**src/rtl/mer_pkg.sv**
```systemverilog
// Shared constants and types of the midpoint ellipse rasterizer.
`default_nettype none

package mer_pkg;

  // Field widths
  localparam int COORD_BITS  = 11;
  localparam int RADIUS_BITS = 10;
  localparam int PIX_W       = 13;

  // Offsets carry one spare bit above the radius
  localparam int OFS_W  = RADIUS_BITS + 1;
  // Squared radius
  localparam int SQ_W   = 2 * RADIUS_BITS;
  // Second multiplier operand: holds (2x+1)^2 and (y-1)^2
  localparam int MB_W   = 2 * OFS_W + 2;
  localparam int PROD_W = SQ_W + MB_W;
  localparam int DEC_W  = 48;

  // Command queue
  localparam int Q_DEPTH = 2;
  localparam int Q_AW    = (Q_DEPTH > 1) ? $clog2(Q_DEPTH) : 1;

  // Stream packing
  localparam int CX_LSB      = 0;
  localparam int CY_LSB      = CX_LSB + COORD_BITS;
  localparam int RX_LSB      = CY_LSB + COORD_BITS;
  localparam int RY_LSB      = RX_LSB + RADIUS_BITS;
  localparam int IN_FIELDS_W = RY_LSB + RADIUS_BITS;
  localparam int IN_DATA_W   = ((IN_FIELDS_W + 7) / 8) * 8;
  localparam int IN_USER_W   = 1;

  localparam int PX_LSB       = 0;
  localparam int PY_LSB       = PX_LSB + PIX_W;
  localparam int OUT_FIELDS_W = PY_LSB + PIX_W;
  localparam int OUT_DATA_W   = ((OUT_FIELDS_W + 7) / 8) * 8;
  localparam int OUT_USER_W   = 2;
  localparam int USER_DONE    = 0;
  localparam int USER_BAD     = 1;

  // Operation codes on the input stream
  localparam logic OP_START = 1'b0;
  localparam logic OP_STEP  = 1'b1;

  typedef enum logic [1:0] {
    CMD_START,
    CMD_BAD,
    CMD_STEP
  } cmd_kind_e;

  typedef struct packed {
    cmd_kind_e              kind;
    logic [COORD_BITS-1:0]  cx;
    logic [COORD_BITS-1:0]  cy;
    logic [RADIUS_BITS-1:0] rx;
    logic [RADIUS_BITS-1:0] ry;
  } cmd_t;

  typedef struct packed {
    logic [COORD_BITS-1:0] cx;
    logic [COORD_BITS-1:0] cy;
    logic [OFS_W-1:0]      x;
    logic [OFS_W-1:0]      y;
    logic                  done;
    logic                  bad;
  } point_t;

endpackage

`default_nettype wire

```
**src/rtl/midpoint_ellipse_rasterizer_top.sv**
```systemverilog
// Midpoint ellipse rasterizer: command queue, point sequencer and pixel emitter.
// A step runs two multiplier passes and the hand-off, a start three multiplier passes, the
// initial decision and the hand-off; this sequencer work overlaps the four pixel beats of
// the previous point. The switch into region 2 adds the states S_T1 to S_T5 and S_R2Q.
// Reset is asynchronous, active low: queue empty, sequencer idle, no ellipse in progress.
`default_nettype none

module midpoint_ellipse_rasterizer_top (
  input  wire logic        clk_i,
  input  wire logic        rst_ni,
  // input stream
  input  wire logic        s_axis_tvalid_i,
  output logic             s_axis_tready_o,
  // center_x[10:0], center_y[21:11], radius_x[31:22], radius_y[41:32], zero pad
  input  wire logic [mer_pkg::IN_DATA_W-1:0]  s_axis_tdata_i,
  // op[0]: 0 start, 1 step
  input  wire logic [mer_pkg::IN_USER_W-1:0]  s_axis_tuser_i,
  // pixel stream
  output logic             m_axis_tvalid_o,
  input  wire logic        m_axis_tready_i,
  // pixel_x[12:0], pixel_y[25:13], zero pad
  output logic [mer_pkg::OUT_DATA_W-1:0]      m_axis_tdata_o,
  // ellipse_done[0], bad_radius[1]
  output logic [mer_pkg::OUT_USER_W-1:0]      m_axis_tuser_o,
  // last_of_point
  output logic             m_axis_tlast_o
);
  import mer_pkg::*;

  // front -> back command queue head
  logic   cmd_valid, cmd_ready;
  cmd_t   cmd;
  // back -> emitter point hand-off
  logic   pt_valid, pt_ready;
  point_t pt;

  mer_front u_front (
    .clk_i       (clk_i),
    .rst_ni      (rst_ni),
    .in_valid_i  (s_axis_tvalid_i),
    .in_ready_o  (s_axis_tready_o),
    .in_data_i   (s_axis_tdata_i),
    .in_user_i   (s_axis_tuser_i),
    .cmd_valid_o (cmd_valid),
    .cmd_ready_i (cmd_ready),
    .cmd_o       (cmd)
  );

  // Sequencer handles one command at a time; steps while idle are dropped here.
  mer_back u_back (
    .clk_i       (clk_i),
    .rst_ni      (rst_ni),
    .cmd_valid_i (cmd_valid),
    .cmd_ready_o (cmd_ready),
    .cmd_i       (cmd),
    .pt_valid_o  (pt_valid),
    .pt_ready_i  (pt_ready),
    .pt_o        (pt)
  );

  // The emitter's point register lets the sequencer work on the next item
  // while pixels of the current point drain.
  mer_emit u_emit (
    .clk_i       (clk_i),
    .rst_ni      (rst_ni),
    .pt_valid_i  (pt_valid),
    .pt_ready_o  (pt_ready),
    .pt_i        (pt),
    .out_valid_o (m_axis_tvalid_o),
    .out_ready_i (m_axis_tready_i),
    .out_data_o  (m_axis_tdata_o),
    .out_user_o  (m_axis_tuser_o),
    .out_last_o  (m_axis_tlast_o)
  );

  // An error transfer carries no pixel and does not close a point.
  a_bad_is_bare: assert property (@(posedge clk_i) disable iff (!rst_ni)
    (m_axis_tvalid_o && m_axis_tuser_o[USER_BAD]) |->
      (m_axis_tdata_o == '0 && !m_axis_tlast_o && !m_axis_tuser_o[USER_DONE]))
    else $error("error transfer carries pixel data");

  // While pixels are pending, a new point is taken only as the final beat leaves.
  a_handoff_on_last: assert property (@(posedge clk_i) disable iff (!rst_ni)
    (pt_ready && m_axis_tvalid_o) |->
      (m_axis_tready_i && (m_axis_tlast_o || m_axis_tuser_o[USER_BAD])))
    else $error("point taken before previous point drained");

  // A point offered to the emitter stays put until it is taken.
  a_point_held: assert property (@(posedge clk_i) disable iff (!rst_ni)
    (pt_valid && !pt_ready) |=> (pt_valid && $stable(pt)))
    else $error("point changed while waiting for the emitter");

endmodule

`default_nettype wire

```
**src/rtl/mer_front.sv**
```systemverilog
// Front end: accepts input transfers, classifies them and queues commands.
`default_nettype none

module mer_front (
  input  wire logic                         clk_i,
  input  wire logic                         rst_ni,
  input  wire logic                         in_valid_i,
  output logic                              in_ready_o,
  input  wire logic [mer_pkg::IN_DATA_W-1:0] in_data_i,
  input  wire logic [mer_pkg::IN_USER_W-1:0] in_user_i,
  output logic                              cmd_valid_o,
  input  wire logic                         cmd_ready_i,
  output mer_pkg::cmd_t                     cmd_o
);
  import mer_pkg::*;

  cmd_t            entry_q [Q_DEPTH];
  logic [Q_AW-1:0] wr_ptr_q, rd_ptr_q;
  logic [Q_AW:0]   count_q;
  cmd_t            new_cmd;
  logic            push, pop;

  always_comb begin
    new_cmd.cx = in_data_i[CY_LSB-1:CX_LSB];
    new_cmd.cy = in_data_i[RX_LSB-1:CY_LSB];
    new_cmd.rx = in_data_i[RY_LSB-1:RX_LSB];
    new_cmd.ry = in_data_i[IN_FIELDS_W-1:RY_LSB];
    if (in_user_i[0] == OP_STEP) begin
      new_cmd.kind = CMD_STEP;
    end else if (new_cmd.rx == '0 || new_cmd.ry == '0) begin
      new_cmd.kind = CMD_BAD;
    end else begin
      new_cmd.kind = CMD_START;
    end
  end

  assign in_ready_o  = (count_q != (Q_AW + 1)'(Q_DEPTH));
  assign cmd_valid_o = (count_q != '0);
  assign cmd_o       = entry_q[rd_ptr_q];
  assign push        = in_valid_i && in_ready_o;
  assign pop         = cmd_valid_o && cmd_ready_i;

  always_ff @(posedge clk_i) begin
    if (push) begin
      entry_q[wr_ptr_q] <= new_cmd;
    end
  end

  always_ff @(posedge clk_i or negedge rst_ni) begin
    if (!rst_ni) begin
      wr_ptr_q <= '0;
      rd_ptr_q <= '0;
      count_q  <= '0;
    end else begin
      if (push) begin
        wr_ptr_q <= (wr_ptr_q == Q_AW'(Q_DEPTH - 1)) ? '0 : wr_ptr_q + 1'b1;
      end
      if (pop) begin
        rd_ptr_q <= (rd_ptr_q == Q_AW'(Q_DEPTH - 1)) ? '0 : rd_ptr_q + 1'b1;
      end
      if (push && !pop) begin
        count_q <= count_q + 1'b1;
      end else if (pop && !push) begin
        count_q <= count_q - 1'b1;
      end
    end
  end

endmodule

`default_nettype wire

```
**src/rtl/mer_back.sv**
```systemverilog
// Point sequencer: midpoint decision updates on one shared multiplier.
`default_nettype none

module mer_back (
  input  wire logic  clk_i,
  input  wire logic  rst_ni,
  input  wire logic  cmd_valid_i,
  output logic       cmd_ready_o,
  input  mer_pkg::cmd_t cmd_i,
  output logic       pt_valid_o,
  input  wire logic  pt_ready_i,
  output mer_pkg::point_t pt_o
);
  import mer_pkg::*;

  typedef enum logic [3:0] {
    S_IDLE, S_SQX, S_SQY, S_SQI, S_INIT,
    S_P1, S_P2, S_DEC,
    S_T1, S_T2, S_T3, S_T4, S_T5, S_R2Q,
    S_ADV, S_OUT
  } state_e;

  typedef enum logic [1:0] {
    PH_IDLE,
    PH_R1,
    PH_R2
  } phase_e;

  state_e                   state_q;
  phase_e                   phase_q;
  logic                     bad_q;
  logic [COORD_BITS-1:0]    cx_q, cy_q;
  logic [RADIUS_BITS-1:0]   rx_q;
  logic [OFS_W-1:0]         x_q, y_q;
  logic [SQ_W-1:0]          rx2_q, ry2_q;
  logic [PROD_W-1:0]        p1_q, p2_q;
  logic signed [DEC_W-1:0]  dec_q, acc_q;

  // shared multiplier, product registered every cycle
  logic [SQ_W-1:0]   mul_a;
  logic [MB_W-1:0]   mul_b;
  logic [PROD_W-1:0] prod_q;

  logic [OFS_W:0]          tx;
  logic [OFS_W-1:0]        ym;
  logic [PROD_W-1:0]       p2_now;
  logic signed [DEC_W-1:0] rx2s, ry2s, prods, a1, b1, q, q_adj;
  logic signed [DEC_W-1:0] r1_dec, r2_dec;
  logic                    in_r1, r2_move_x;

  assign tx = {x_q, 1'b1};
  assign ym = y_q - 1'b1;

  always_comb begin
    mul_a = '0;
    mul_b = '0;
    case (state_q)
      S_SQX: begin
        mul_a = SQ_W'(rx_q);
        mul_b = MB_W'(rx_q);
      end
      S_SQY: begin
        mul_a = SQ_W'(y_q);
        mul_b = MB_W'(y_q);
      end
      S_SQI: begin
        mul_a = rx2_q;
        mul_b = MB_W'(y_q);
      end
      S_P1: begin
        mul_a = ry2_q;
        mul_b = MB_W'(x_q);
      end
      S_P2: begin
        mul_a = rx2_q;
        mul_b = MB_W'(y_q);
      end
      S_T1: begin
        mul_a = SQ_W'(tx);
        mul_b = MB_W'(tx);
      end
      S_T2: begin
        mul_a = ry2_q;
        mul_b = prod_q[MB_W-1:0];
      end
      S_T3: begin
        mul_a = SQ_W'(ym);
        mul_b = MB_W'(ym);
      end
      S_T4: begin
        mul_a = rx2_q;
        mul_b = prod_q[MB_W-1:0];
      end
      S_T5: begin
        mul_a = rx2_q;
        mul_b = MB_W'(ry2_q);
      end
      default: begin
        mul_a = '0;
        mul_b = '0;
      end
    endcase
  end

  always_ff @(posedge clk_i) begin
    prod_q <= mul_a * mul_b;
  end

  // Decision arithmetic. a1 = 2*ry2*(x+1), b1 = 2*rx2*(y-1).
  always_comb begin
    p2_now = (state_q == S_DEC) ? prod_q : p2_q;
    rx2s   = $signed(DEC_W'(rx2_q));
    ry2s   = $signed(DEC_W'(ry2_q));
    prods  = $signed(DEC_W'(prod_q));
    a1     = ($signed(DEC_W'(p1_q)) + ry2s) <<< 1;
    b1     = ($signed(DEC_W'(p2_now)) - rx2s) <<< 1;
    in_r1  = (phase_q == PH_R1) && (p1_q < prod_q);
    if (dec_q[DEC_W-1]) begin
      r1_dec = dec_q + a1 + ry2s;
    end else begin
      r1_dec = dec_q + a1 - b1 + ry2s;
    end
    r2_move_x = !(!dec_q[DEC_W-1] && dec_q != '0);
    if (r2_move_x) begin
      r2_dec = dec_q + a1 - b1 + rx2s;
    end else begin
      r2_dec = dec_q - b1 + rx2s;
    end
    // quarter units, truncated toward zero
    q     = acc_q - (prods <<< 2);
    q_adj = q[DEC_W-1] ? q + DEC_W'(3) : q;
  end

  assign cmd_ready_o = (state_q == S_IDLE);
  assign pt_valid_o  = (state_q == S_OUT);

  always_comb begin
    pt_o.cx   = cx_q;
    pt_o.cy   = cy_q;
    pt_o.x    = x_q;
    pt_o.y    = y_q;
    pt_o.bad  = bad_q;
    pt_o.done = !bad_q && (y_q == '0);
  end

  always_ff @(posedge clk_i or negedge rst_ni) begin
    if (!rst_ni) begin
      state_q <= S_IDLE;
      phase_q <= PH_IDLE;
      bad_q   <= 1'b0;
      cx_q    <= '0;
      cy_q    <= '0;
      rx_q    <= '0;
      x_q     <= '0;
      y_q     <= '0;
      rx2_q   <= '0;
      ry2_q   <= '0;
      p1_q    <= '0;
      p2_q    <= '0;
      dec_q   <= '0;
      acc_q   <= '0;
    end else begin
      case (state_q)
        S_IDLE: begin
          if (cmd_valid_i) begin
            case (cmd_i.kind)
              CMD_BAD: begin
                bad_q   <= 1'b1;
                phase_q <= PH_IDLE;
                state_q <= S_OUT;
              end
              CMD_START: begin
                bad_q   <= 1'b0;
                cx_q    <= cmd_i.cx;
                cy_q    <= cmd_i.cy;
                rx_q    <= cmd_i.rx;
                x_q     <= '0;
                y_q     <= OFS_W'(cmd_i.ry);
                state_q <= S_SQX;
              end
              CMD_STEP: begin
                bad_q <= 1'b0;
                if (phase_q != PH_IDLE) begin
                  state_q <= S_P1;
                end
              end
              default: state_q <= S_IDLE;
            endcase
          end
        end
        S_SQX: state_q <= S_SQY;
        S_SQY: begin
          rx2_q   <= prod_q[SQ_W-1:0];
          state_q <= S_SQI;
        end
        S_SQI: begin
          ry2_q   <= prod_q[SQ_W-1:0];
          state_q <= S_INIT;
        end
        S_INIT: begin
          dec_q   <= ry2s - prods + $signed(DEC_W'(rx2_q >> 2));
          phase_q <= PH_R1;
          state_q <= S_OUT;
        end
        S_P1: state_q <= S_P2;
        S_P2: begin
          p1_q    <= prod_q;
          state_q <= S_DEC;
        end
        S_DEC: begin
          p2_q <= prod_q;
          if (in_r1) begin
            dec_q <= r1_dec;
            x_q   <= x_q + 1'b1;
            if (!dec_q[DEC_W-1]) begin
              y_q <= y_q - 1'b1;
            end
            state_q <= S_OUT;
          end else if (phase_q == PH_R1) begin
            state_q <= S_T1;
          end else begin
            state_q <= S_ADV;
          end
        end
        S_T1: state_q <= S_T2;
        S_T2: state_q <= S_T3;
        S_T3: begin
          acc_q   <= prods;
          state_q <= S_T4;
        end
        S_T4: state_q <= S_T5;
        S_T5: begin
          acc_q   <= acc_q + (prods <<< 2);
          state_q <= S_R2Q;
        end
        S_R2Q: begin
          dec_q   <= q_adj >>> 2;
          phase_q <= PH_R2;
          state_q <= S_ADV;
        end
        S_ADV: begin
          dec_q <= r2_dec;
          y_q   <= y_q - 1'b1;
          if (r2_move_x) begin
            x_q <= x_q + 1'b1;
          end
          state_q <= S_OUT;
        end
        S_OUT: begin
          if (pt_ready_i) begin
            if (!bad_q && y_q == '0) begin
              phase_q <= PH_IDLE;
            end
            state_q <= S_IDLE;
          end
        end
        default: state_q <= S_IDLE;
      endcase
    end
  end

endmodule

`default_nettype wire

```
**src/rtl/mer_emit.sv**
```systemverilog
// Pixel emitter: turns one point into its four mirrored pixel transfers, or a bad point into one error transfer.
`default_nettype none

module mer_emit (
  input  wire logic                          clk_i,
  input  wire logic                          rst_ni,
  input  wire logic                          pt_valid_i,
  output logic                               pt_ready_o,
  input  mer_pkg::point_t                    pt_i,
  output logic                               out_valid_o,
  input  wire logic                          out_ready_i,
  output logic [mer_pkg::OUT_DATA_W-1:0]     out_data_o,
  output logic [mer_pkg::OUT_USER_W-1:0]     out_user_o,
  output logic                               out_last_o
);
  import mer_pkg::*;

  localparam logic [1:0] LAST_BEAT = 2'd3;

  point_t          pt_q;
  logic            busy_q;
  logic [1:0]      beat_q;
  logic            last_beat;
  logic [PIX_W-1:0] cx_ext, cy_ext, x_ext, y_ext, px, py;

  assign last_beat   = pt_q.bad || (beat_q == LAST_BEAT);
  assign pt_ready_o  = !busy_q || (out_ready_i && last_beat);
  assign out_valid_o = busy_q;

  // beat order: (+x,+y) (+x,-y) (-x,+y) (-x,-y)
  always_comb begin
    cx_ext = PIX_W'(pt_q.cx);
    cy_ext = PIX_W'(pt_q.cy);
    x_ext  = PIX_W'(pt_q.x);
    y_ext  = PIX_W'(pt_q.y);
    px     = beat_q[1] ? cx_ext - x_ext : cx_ext + x_ext;
    py     = beat_q[0] ? cy_ext - y_ext : cy_ext + y_ext;
    out_data_o = '0;
    out_user_o = '0;
    if (!pt_q.bad) begin
      out_data_o[PY_LSB-1:PX_LSB]       = px;
      out_data_o[OUT_FIELDS_W-1:PY_LSB] = py;
      out_user_o[USER_DONE]             = pt_q.done;
    end
    out_user_o[USER_BAD] = pt_q.bad;
    out_last_o = !pt_q.bad && (beat_q == LAST_BEAT);
  end

  always_ff @(posedge clk_i) begin
    if (pt_valid_i && pt_ready_o) begin
      pt_q <= pt_i;
    end
  end

  always_ff @(posedge clk_i or negedge rst_ni) begin
    if (!rst_ni) begin
      busy_q <= 1'b0;
      beat_q <= '0;
    end else if (pt_valid_i && pt_ready_o) begin
      busy_q <= 1'b1;
      beat_q <= '0;
    end else if (busy_q && out_ready_i) begin
      if (last_beat) begin
        busy_q <= 1'b0;
      end else begin
        beat_q <= beat_q + 1'b1;
      end
    end
  end

endmodule

`default_nettype wire
```
**config.mk**
```make
export PLATFORM = sky130hd
export DESIGN_NAME = midpoint_ellipse_rasterizer_top
export DESIGN_NICKNAME = d
export VERILOG_FILES = /design/src/rtl/mer_pkg.sv /design/src/rtl/midpoint_ellipse_rasterizer_top.sv /design/src/rtl/mer_front.sv /design/src/rtl/mer_back.sv /design/src/rtl/mer_emit.sv
export SDC_FILE = /design/constraint.sdc
export NUM_CORES = 2
export LEC_CHECK = 0
export ABC_AREA = 1
export BUFFER_PORTS_ARGS = -buffer_cell sky130_fd_sc_hd__buf_2
export CAP_MARGIN = 30
export CORE_UTILIZATION = 39
export CTS_BUF_LIST = sky130_fd_sc_hd__clkbuf_16
export DETAILED_ROUTE_END_ITERATION = 8
export GPL_ROUTABILITY_DRIVEN = 0
export PLACE_DENSITY = 0.64
export SYNTH_ARGS = -nofsm -noshare
export SYNTH_HDL_FRONTEND = slang
export SYNTH_SLANG_ARGS = --single-unit
export TNS_END_PERCENT = 100
```
**constraint.sdc**
```tcl
create_clock -name clk_i -period 20.7 [get_ports clk_i]
set_input_delay 2.07 -clock clk_i [delete_from_list [all_inputs] [get_ports clk_i]]
set_output_delay 2.07 -clock clk_i [all_outputs]
set_load 0.01 [all_outputs]
```
==> out/metrics.yaml <==
layout:
  ff_latch_area_um2: 12210
  diodes: 0
  nets: 10309
  drive_gt1_frac: 0.05091
  mostFrequentLayoutCell: "nand2_1"
  fillers: 16780
  multi_input_comb_area_um2: 45340
  syn2layout_area_growth_pct: 7.529
  final_cell_mix: "2126 x nand2_1, 1540 x inv_1, 863 x nor2_1, 663 x a21oi_1, 626 x ha_1"
timing:
  hold_violations: 0
  setup_violations: 0
  rsz0062_at_grt: "false"
  slew_headroom: 0.3215
  max_freq_mhz: 97.22
  slew_violations: 0
  setup_tns_ps: 0
  fin_crit_ps: 10290
  clock_skew_ps: 90.26
  finalCritPeriodShare: 0.4969
  worst_slew_pin_slew_ps: 1016
grt:
  grt_pass1_wl_mm: 353.3
  grt_max_degree: 89
  grt_pass1_vias: 61929
  grt_usage: 0.2721
  grt_util_met1: 0.3799
  gr-usage-met3: 0.04000
  grt.busiest_layer: "met2"
  grtUsageMet2: 0.4191
  grt-ovfl-total: 0
  grt_antenna_before_repair: 2
cts:
  cts.clk_slew.worst_paths_ps: 60
  htree_levels: 2
  post_cts_buffers: 0
  cts_hold_buf: 0
  cts_tree: "yes"
  root_buffer: "clkbuf_16"
  post_cts_resized: 0
  clock-sinks: 470
  clockBufferDepth: 3
  clkLatencyLatePin_ps: 680
  cts-buffers-inserted: 55
die:
  die-area_um2: 166300
  die-height_um: 407.8
  rows: 148
  core_area_um2: 163100
  die_w_um: 407.8
  ioPinCount: 90
  start_util: 0.3936
synth:
  syn_area_um2: 64210
  syn_avg_cell_area_um2: 6.968
  synth_edf_count: 134
  synth.area.top_cells: "fa_1 13%, nand2_1 12%, ha_1 12%"
  seq_area_frac_synth: 0.1902
  ys_warn_count: 0
  ys.flop_type: "dfrtp_1"
  netlist_instances: 9216
  synth.largest_area_cell: "fa_1"
  synth_top_area_frac: 0.1325
  ys_ff_latch: 470
  async_flop_share: 0.6213
  synth.distinct_cells: 80
placement:
  dp_hpwl_mm: 190.5
  port_buffers: 77
detailed_routing:
  via_count: 64107
  wire_per_inst_um: 20.35
  via_per_inst: 5.610
  drt-total-wl_mm: 232.5
  drc: 0
  drt_iter0_drc: 7460
  first_pass_iters: 8
  antenna_left: 0
setup_path:
  critical_path_class: "register to register"
  critPathCaptureType: "register"
  cp_max_fo: 23
  critPathMaxStageDelay_ps: 610
  cpMaxStageDelayCell: "a21oi_1"
  r2r_start: "u_back.state_q[3]"
  required_ps: 21180
  arrival_ps: 10770
  startpoint: "u_back.state_q[3]"
  crit_top_cell: "inv_1"
  crit_family: "adder cells"
  cp-start-kind: "register"
  crit_buf_inv: 11
worst_hold_path:
  hp-start: "u_back.cx_q[10]"
  min_path_type: "register to register"
run:
  max_cap_violations: 0
outcome:
  status: "completed"
## final timing paths
kind                                           to  slack, ps  cells after the start
worst min-delay path            u_emit.cx_ext[10]        440                      0
min in group asynchronous         u_back.p2_q[10]       1410                      1
worst min register to register  u_emit.cx_ext[10]        440                      0
worst max-delay path            u_back.prod_q[43]      10410                     37
worst max register to register  u_back.prod_q[43]      10410                     37
max in group asynchronous        u_front.rd_ptr_q      17180                      3
## sequential cells by signal, indices dropped and copies added, names as in the netlist, 20 cells and up
| signal | cells |
|---|---|
| u_back.acc_q | 48 |
| u_back.dec_q | 48 |
| u_back.p1_q | 44 |
| u_back.p2_q | 44 |
| u_back.prod_q | 44 |
| u_back.rx2_q | 20 |
| u_back.ry2_q | 20 |
| u_emit.pt_q | 23 |
| u_front.entry_q | 88 |
## cell families (layout without fill, tap and decap cells)
kind of cell | after synthesis | count (layout) | synth area share
simple gates | 3870 | 3870 | 0.2530
buf+inv | 1781 | 1812 | 0.1058
compound gates | 1700 | 1700 | 0.1496
fa+ha+maj | 1051 | 1051 | 0.2545
flops | 470 | 470 | 0.1902
xor+xnor | 342 | 342 | 0.04665
other cells | 1 | 6 | 0.00005840
mux | 1 | 1 | 0.0001754
## worst reg2reg max path, delay by kind of cell, from the launching register on
| kind | cells | cell delay (ps) |
|---|---|---|
| compound gates | 12 | 3600 |
| xor+xnor | 1 | 170 |
| fa+ha+maj | 8 | 3780 |
| buf+inv | 11 | 1430 |
| flops | 1 | 480 |
| simple gates | 5 | 660 |
## cell type report
cell class | count | share of cell area
flip-flops and latches | 470 | 0.1769
clock inverters | 46 | 0.007212
multi-input cells | 6970 | 0.6567
clock buffers | 58 | 0.02102
well taps | 2175 | 0.03941
inverters | 1555 | 0.08453
repair buffers | 153 | 0.01424
## routing by layer
metal	part of all wire	vias up
met5	0.000056	-
met4	0.045	2
met3	0.11	573
met2	0.43	3276
met1	0.42	30499
li1	-	29757
## synth_stat cells (108+ instances only)
cell type  number
a21oi_1       663
clkbuf_1      182
dfrtp_1       292
edfxtp_1      134
fa_1          425
ha_1          626
inv_1        1531
nand2_1      2126
nand3_1       420
nor2_1        870
nor3_1        108
o21ai_0       582
xor2_1        251
## metrics by stage
step / utilization / instances / instance area, um^2 / hold slack [ps] / setup WS (ps)
finish: 0.4232 / 11427 / 69050 / 440.9 / 10410
global route: 0.4232 / 11427 / 69050 / 446.5 / 9880
CTS: 0.4230 / 11424 / 69010 / 439.5 / 10550
detailed placement: 0.4110 / 11320 / 67060 / 429.4 / 10640
global placement: 0.4110 / 11319 / 67050 / 431.2 / 10690
floorplan: - / 9221 / 64230 / 424.9 / 12440
Power is left out: the tool's default activity adds up to more than one toggle a clock period on the data nets, which glitch-free logic cannot reach.
